### config.mk
export PLATFORM = sky130hd
export DESIGN_NAME = keyed_message_queue_core
export DESIGN_NICKNAME = d
export VERILOG_FILES = /design/src/hw/rtl/kmq_pkg.sv /design/src/hw/rtl/kmq_cell.sv /design/src/hw/rtl/keyed_message_queue_core.sv
export SDC_FILE = /design/constraint.sdc
export NUM_CORES = 2
export LEC_CHECK = 0
export BUFFER_PORTS_ARGS = -buffer_cell sky130_fd_sc_hd__buf_2
export CORE_MARGIN = 1.5
export CORE_UTILIZATION = 35
export CTS_CLUSTER_SIZE = 20
export DETAILED_ROUTE_END_ITERATION = 10
export SLEW_MARGIN = 20
export SYNTH_ARGS = -nofsm -noshare
export SYNTH_HDL_FRONTEND = slang
export SYNTH_SLANG_ARGS = --single-unit
### constraint.sdc
create_clock -name clk -period 13.85 [get_ports clk]
set_clock_uncertainty 0.2 [all_clocks]
set_input_delay 2.77 -clock clk [delete_from_list [all_inputs] [get_ports clk]]
set_output_delay 2.77 -clock clk [all_outputs]
set_load 0.005 [all_outputs]
### src/hw/rtl/kmq_pkg.sv
`default_nettype none

package kmq_pkg;

  // Queue geometry
  localparam int DEPTH       = 16;
  localparam int HANDLE_BITS = 16;
  localparam int KEY_W       = 32;
  localparam int OCC_W       = 5;
  localparam int IDX_W       = $clog2(DEPTH);
  localparam int CNT_W       = $clog2(DEPTH + 1);

  // Operation codes
  localparam logic [2:0] OP_PUSH_TAIL = 3'd0;
  localparam logic [2:0] OP_PUSH_HEAD = 3'd1;
  localparam logic [2:0] OP_POP_HEAD  = 3'd2;
  localparam logic [2:0] OP_REMOVE    = 3'd3;
  localparam logic [2:0] OP_FIND      = 3'd4;

  // Result status codes
  localparam logic [1:0] STAT_OK   = 2'd0;
  localparam logic [1:0] STAT_MISS = 2'd1;
  localparam logic [1:0] STAT_FULL = 2'd2;

  typedef struct packed {
    logic [2:0]             opcode;
    logic [KEY_W-1:0]       search_key;
    logic [HANDLE_BITS-1:0] record_handle;
  } req_t;

  typedef struct packed {
    logic [1:0]             status;
    logic [HANDLE_BITS-1:0] out_handle;
    logic [KEY_W-1:0]       out_key;
    logic [OCC_W-1:0]       occupancy;
  } rsp_t;

  // One queue entry
  typedef struct packed {
    logic [KEY_W-1:0]       key;
    logic [HANDLE_BITS-1:0] handle;
  } slot_t;

  // What every cell does this cycle
  typedef enum logic [1:0] {
    CELL_HOLD,
    CELL_LOAD_AT,
    CELL_SHIFT_UP,
    CELL_SHIFT_DOWN
  } cell_op_t;

  // Broadcast control from the sequencer to the cell row
  typedef struct packed {
    cell_op_t               op;
    logic [IDX_W-1:0]       pos;
    logic [KEY_W-1:0]       key;
    logic [HANDLE_BITS-1:0] handle;
  } cell_ctl_t;

  typedef enum logic {
    ST_IDLE,
    ST_SCAN
  } state_t;

endpackage

`default_nettype wire

### src/hw/rtl/kmq_cell.sv
`default_nettype none

module kmq_cell (
  input  logic               clk,
  input  kmq_pkg::cell_ctl_t ctl,
  input  logic [kmq_pkg::IDX_W-1:0] index,
  input  kmq_pkg::slot_t     prev,
  input  kmq_pkg::slot_t     next,
  output kmq_pkg::slot_t     slot,
  output logic               hit
);
  import kmq_pkg::*;

  // Entry storage: load in place, or take from a neighbor
  always_ff @(posedge clk) begin
    case (ctl.op)
      CELL_LOAD_AT: begin
        if (index == ctl.pos) begin
          slot.key    <= ctl.key;
          slot.handle <= ctl.handle;
        end
      end
      CELL_SHIFT_UP: begin
        if (index == '0) begin
          slot.key    <= ctl.key;
          slot.handle <= ctl.handle;
        end else begin
          slot <= prev;
        end
      end
      CELL_SHIFT_DOWN: begin
        if (index >= ctl.pos) begin
          slot <= next;
        end
      end
      default: begin
      end
    endcase
  end

  // Local key compare
  assign hit = (slot.key == ctl.key);

endmodule

`default_nettype wire

### src/hw/rtl/keyed_message_queue_core.sv
`default_nettype none

// Keyed message queue: an ordered queue of up to DEPTH (key, handle) entries
// held in a row of cells, head in cell 0. Push tail, push head, pop head and
// unused opcodes finish in the cycle the item is accepted, so one item per
// cycle while the result side keeps up. Remove and find walk the row one cell
// per cycle comparing the key. A removal closes the gap in the same cycle its
// result is loaded, as every cell from the match on takes its right neighbor.
// A new item is taken only after the previous one has finished and the result
// register has room.
module keyed_message_queue_core (
  input  logic          clk,
  input  logic          rst,
  input  logic          req_valid,
  output logic          req_stall,
  input  kmq_pkg::req_t req,
  output logic          rsp_valid,
  input  logic          rsp_stall,
  output kmq_pkg::rsp_t rsp
);
  import kmq_pkg::*;

  state_t           state, state_next;
  logic [CNT_W-1:0] count, count_next;
  logic [CNT_W-1:0] scan_pos, scan_pos_next;
  logic [2:0]       scan_op;
  logic [KEY_W-1:0] scan_key;

  cell_ctl_t        ctl;
  slot_t            slots [DEPTH];
  logic [DEPTH-1:0] hits;

  rsp_t             res;
  logic             res_load;
  logic             out_free;
  logic             accept;
  logic [IDX_W-1:0] scan_idx;

  // Row of cells
  for (genvar i = 0; i < DEPTH; i++) begin : g_cell
    slot_t prev_slot, next_slot;
    if (i == 0) begin : g_first
      assign prev_slot = '0;
    end else begin : g_mid_prev
      assign prev_slot = slots[i-1];
    end
    if (i == DEPTH - 1) begin : g_last
      assign next_slot = '0;
    end else begin : g_mid_next
      assign next_slot = slots[i+1];
    end
    kmq_cell u_cell (
      .clk   (clk),
      .ctl   (ctl),
      .index (IDX_W'(i)),
      .prev  (prev_slot),
      .next  (next_slot),
      .slot  (slots[i]),
      .hit   (hits[i])
    );
  end

  assign out_free  = !rsp_valid || !rsp_stall;
  assign req_stall = (state != ST_IDLE) || !out_free;
  assign accept    = req_valid && !req_stall;
  assign scan_idx  = scan_pos[IDX_W-1:0];

  // Sequencer: next state, cell commands and result
  always_comb begin
    state_next    = state;
    count_next    = count;
    scan_pos_next = scan_pos;
    ctl.op        = CELL_HOLD;
    ctl.pos       = '0;
    ctl.key       = req.search_key;
    ctl.handle    = req.record_handle;
    res_load      = 1'b0;
    res           = '0;
    res.status    = STAT_OK;

    case (state)
      ST_IDLE: begin
        if (accept) begin
          case (req.opcode)
            OP_PUSH_TAIL: begin
              res_load = 1'b1;
              if (count == CNT_W'(DEPTH)) begin
                res.status = STAT_FULL;
              end else begin
                ctl.op     = CELL_LOAD_AT;
                ctl.pos    = count[IDX_W-1:0];
                count_next = count + 1'b1;
              end
            end
            OP_PUSH_HEAD: begin
              res_load = 1'b1;
              if (count == CNT_W'(DEPTH)) begin
                res.status = STAT_FULL;
              end else begin
                ctl.op     = CELL_SHIFT_UP;
                count_next = count + 1'b1;
              end
            end
            OP_POP_HEAD: begin
              res_load = 1'b1;
              if (count == '0) begin
                res.status = STAT_MISS;
              end else begin
                res.out_handle = slots[0].handle;
                res.out_key    = slots[0].key;
                ctl.op         = CELL_SHIFT_DOWN;
                ctl.pos        = '0;
                count_next     = count - 1'b1;
              end
            end
            OP_REMOVE, OP_FIND: begin
              scan_pos_next = '0;
              state_next    = ST_SCAN;
            end
            default: begin
              res_load = 1'b1;
            end
          endcase
        end
      end
      ST_SCAN: begin
        ctl.key = scan_key;
        if (scan_pos >= count) begin
          // walked past the tail: not found
          if (out_free) begin
            res_load   = 1'b1;
            res.status = STAT_MISS;
            state_next = ST_IDLE;
          end
        end else if (hits[scan_idx]) begin
          if (out_free) begin
            res_load       = 1'b1;
            res.out_handle = slots[scan_idx].handle;
            res.out_key    = slots[scan_idx].key;
            state_next     = ST_IDLE;
            if (scan_op == OP_REMOVE) begin
              ctl.op     = CELL_SHIFT_DOWN;
              ctl.pos    = scan_idx;
              count_next = count - 1'b1;
            end
          end
        end else begin
          scan_pos_next = scan_pos + 1'b1;
        end
      end
      default: begin
        state_next = ST_IDLE;
      end
    endcase

    res.occupancy = OCC_W'(count_next);
  end

  // Control registers
  always_ff @(posedge clk) begin
    if (rst) begin
      state    <= ST_IDLE;
      count    <= '0;
      scan_pos <= '0;
    end else begin
      state    <= state_next;
      count    <= count_next;
      scan_pos <= scan_pos_next;
    end
  end

  // Search item hold
  always_ff @(posedge clk) begin
    if (accept) begin
      scan_op  <= req.opcode;
      scan_key <= req.search_key;
    end
  end

  // Result register
  always_ff @(posedge clk) begin
    if (rst) begin
      rsp_valid <= 1'b0;
    end else if (res_load) begin
      rsp_valid <= 1'b1;
    end else if (!rsp_stall) begin
      rsp_valid <= 1'b0;
    end
  end

  always_ff @(posedge clk) begin
    if (res_load) begin
      rsp <= res;
    end
  end

endmodule

`default_nettype wire
==> impl_metrics.env <==
export IMPL_wl_per_cell_um=35.5
export IMPL_gr_usage_all_layers_pct=26.2
export IMPL_synth_fa_ha_area_share_pct=0.231
export IMPL_clk_pin_slew_worst_paths_ns=0.07
export IMPL_p_leak_nw=17.5
export IMPL_clock_latency_ns=0.73
export IMPL_synth_ff_type="edfxtp_1"
export IMPL_status="complete, no violations"
export IMPL_relSlewSlack_pct=19.3
export IMPL_cts_htree_levels=3
export IMPL_postCtsResizedCells=0
export IMPL_maxCapViolCount=0
export IMPL_synth_most_common_cell="edfxtp_1"
export IMPL_vias_per_cell=6.72
export IMPL_synth_seq_cells=870
export IMPL_synth_top_family_by_area="compound AO/OA/AOI/OAI gates"
export IMPL_post_place_cells=5156
export IMPL_slew_violations=0
export IMPL_firstDrtPassIters=6
export IMPL_worstPathMaxFanout=33
export IMPL_synth_edf_count=858
export IMPL_p_total_mw=6.45
export IMPL_synthXorXnorAreaFrac_pct=9.17
export IMPL_fmax_ghz=0.104
export IMPL_vias=35900
export IMPL_die_w_um=376
export IMPL_yosysTopAreaCellShare_pct=52.8
export IMPL_die_y_um=376
export IMPL_worstSetupPathType="in2reg"
export IMPL_slowest_delay_ns=0.86
export IMPL_synthTopCellsByArea="edfxtp_1 (53%), a221o_1 (14%), mux4_2 (11%), xor2_1 (5.2%), xnor2_1 (3.9%)"
export IMPL_areaGrowthSynthToFinish_pct=12.0
export IMPL_ir_drop_v=0.0000887
export IMPL_fin_ws_ns=4.24
export IMPL_port_buffers=111
export IMPL_nets=3457
export IMPL_setup_violations=0
export IMPL_drt_iter0_drc=6423
export IMPL_synth_compound_area_share_pct=16.7
export IMPL_ys_warn_count=0
export IMPL_grt_max_degree=228
export IMPL_hold_path_class="reg2reg"
export IMPL_utilization_pct=39.6
export IMPL_crit_chain="buf_2 > mux2i_4 > xor2_1 > nand4_1 > nor4_1 > a211oi_1 > or4_1 > nor2_1 > a41oi_1 > or4b_2 > a21oi_4 > buf_4"
export IMPL_pin_count=112
export IMPL_dp_slack_ns=3.83
export IMPL_hold_buffers=0
export IMPL_antenna_found_initial=17
export IMPL_cts_max_path_buffers=3
export IMPL_start_util_pct=35.4
export IMPL_ys_types=63
export IMPL_hold_viol_final=0
export IMPL_cp_required_ns=14.00
export IMPL_syn_inst=3419
export IMPL_nFillCells=12800
export IMPL_ys_seq_area_share_pct=53.3
export IMPL_synthesis_nets=3483
export IMPL_core_area_mm2=0.138
export IMPL_syn_area_mm2=0.0488
export IMPL_synth_top_area_cell="edfxtp_1"
export IMPL_startpoint_type="input pin"
export IMPL_layout_worst_path_cycle_share_pct=69.4
export IMPL_drive_gt1_share_pct=19.6
export IMPL_hpwl_um=123000
export IMPL_synth_top_cells_by_count="edfxtp_1 (858), a221o_1 (672), xor2_1 (292)"
export IMPL_tritoncts="yes"
export IMPL_end_kind="register"
export IMPL_crit_slowest_cell="nor2_1"
export IMPL_finalWirelength_um=190000
export IMPL_row_count=136
export IMPL_grt_pass1_vias=32900
export IMPL_arrival_ns=9.76
export IMPL_grt_overflow=0
export IMPL_antenna_left=0
export IMPL_post_cts_buffers=0
export IMPL_finalWeightedCongestion=1.11
export IMPL_root_buffer="clkbuf_16"
export IMPL_grt_pass1_wl_um=265000
export IMPL_fin_cells=5344
export IMPL_drc_errors=0
export IMPL_synthSimpleGateAreaFrac_pct=4.55
export IMPL_p_per_area_mw_per_mm2=118
export IMPL_tightestPinTransition_ns=1.21
export IMPL_cts_buffers=97
export IMPL_cts_sinks=870
export IMPL_fin_tns_setup_ns=0
export IMPL_syn_area_per_cell_um2=14.3
export IMPL_min_period_ns=9.61
export IMPL_synthMuxAreaShare_pct=12.5
export IMPL_die_area_mm2=0.142
export IMPL_async_flop_share_pct=0
export IMPL_rsz0062_at_grt="no"
critical path, delay by kind of cell:
family / cells / cell delay [ns]
compound gates: 3 / 1.35
xor+xnor: 1 / 0.56
buf+inv: 2 / 0.89
mux: 1 / 0.81
simple gates: 5 / 3.27
final timing paths:
path	slack [ns]	start	depth (start not counted)	endpoint
worst max register to register	5.27	state	12	g_cell[3].u_cell.slot[29]
worst min register to register	0.29	scan_pos[4]	2	scan_pos[4]
worst min-delay path	0.29	scan_pos[4]	2	scan_pos[4]
worst max-delay path	4.24	req[45]	12	g_cell[3].u_cell.slot[29]
metal layers:
metal	global-route usage (%)	part of all wire (%)	vias to the layer above
met4	11.1	4.7	10
li1	-	-	14300
met3	6.26	12	379
met1	38.5	41	18500
met2	36.5	42	2693
met5	0	0.033	-
power breakdown:
group	total, mW	switching, mW	internal [mW]
logic	0.732	0.468	0.264
clock network	2.66	1.15	1.51
registers	3.05	0.0601	2.99
cells in the final DEF, fill, tap and decap left out, types with 20 or more instances in the layout:
cell / Yosys / routed
nor4_1: 71 / 69
nor2_1: 35 / 33
a221o_1: 672 / 672
a21oi_1: 23 / 21
nand3_1: 25 / 25
clkbuf_16: 0 / 98
nand2_1: 116 / 115
buf_4: 17 / 104
mux4_2: 240 / 240
o21ai_0: 94 / 91
a21o_1: 51 / 51
xnor2_1: 219 / 219
xor2_1: 292 / 292
buf_2: 79 / 111
edfxtp_1: 858 / 858
nor3_1: 48 / 45
clkbuf_1: 215 / 20
clkinv_1: 2 / 29
nand4_1: 81 / 81
inv_1: 66 / 65
state kept, by name (all words and copies together), names as in the netlist:
name and count:
rsp 55, state 1, count 5, rsp_valid 1, scan_key 32, scan_op 3
scan_pos 5, g_cell.u_cell.slot 768
cell type report:
type                       count  area (um2)  area share (%)
sequential                   870       26000            47.6
multi-input combinational   2134       21400            39.2
clock buffer                 119        2540            4.65
tap                         1863        2330            4.26
timing repair buffer         222        1470            2.68
clock inverter                61         611            1.12
inverter                      68         258           0.471
antenna                        7        17.5          0.0320
through the flow:
step           area, um2  hold WS [ns]
2_1_floorplan      48800         0.250
3_3_place_gp       51500         0.268
3_5_place_dp       51500         0.287
4_1_cts            54700         0.296
5_1_grt            54700         0.339
6_report           54700         0.291
logic make-up (layout without fill, tap and decap cells):
family	Yosys count	in the layout
AO/OA/AOI/OAI	898	898
flip-flops	870	870
XOR/XNOR	511	511
AND/OR/NAND/NOR	424	424
buffers and inverters	415	470
multiplexers	292	292
adder cells (fa/ha/maj)	9	9
other	0	7
No activity file was read; power rests on OpenSTA's default activity.
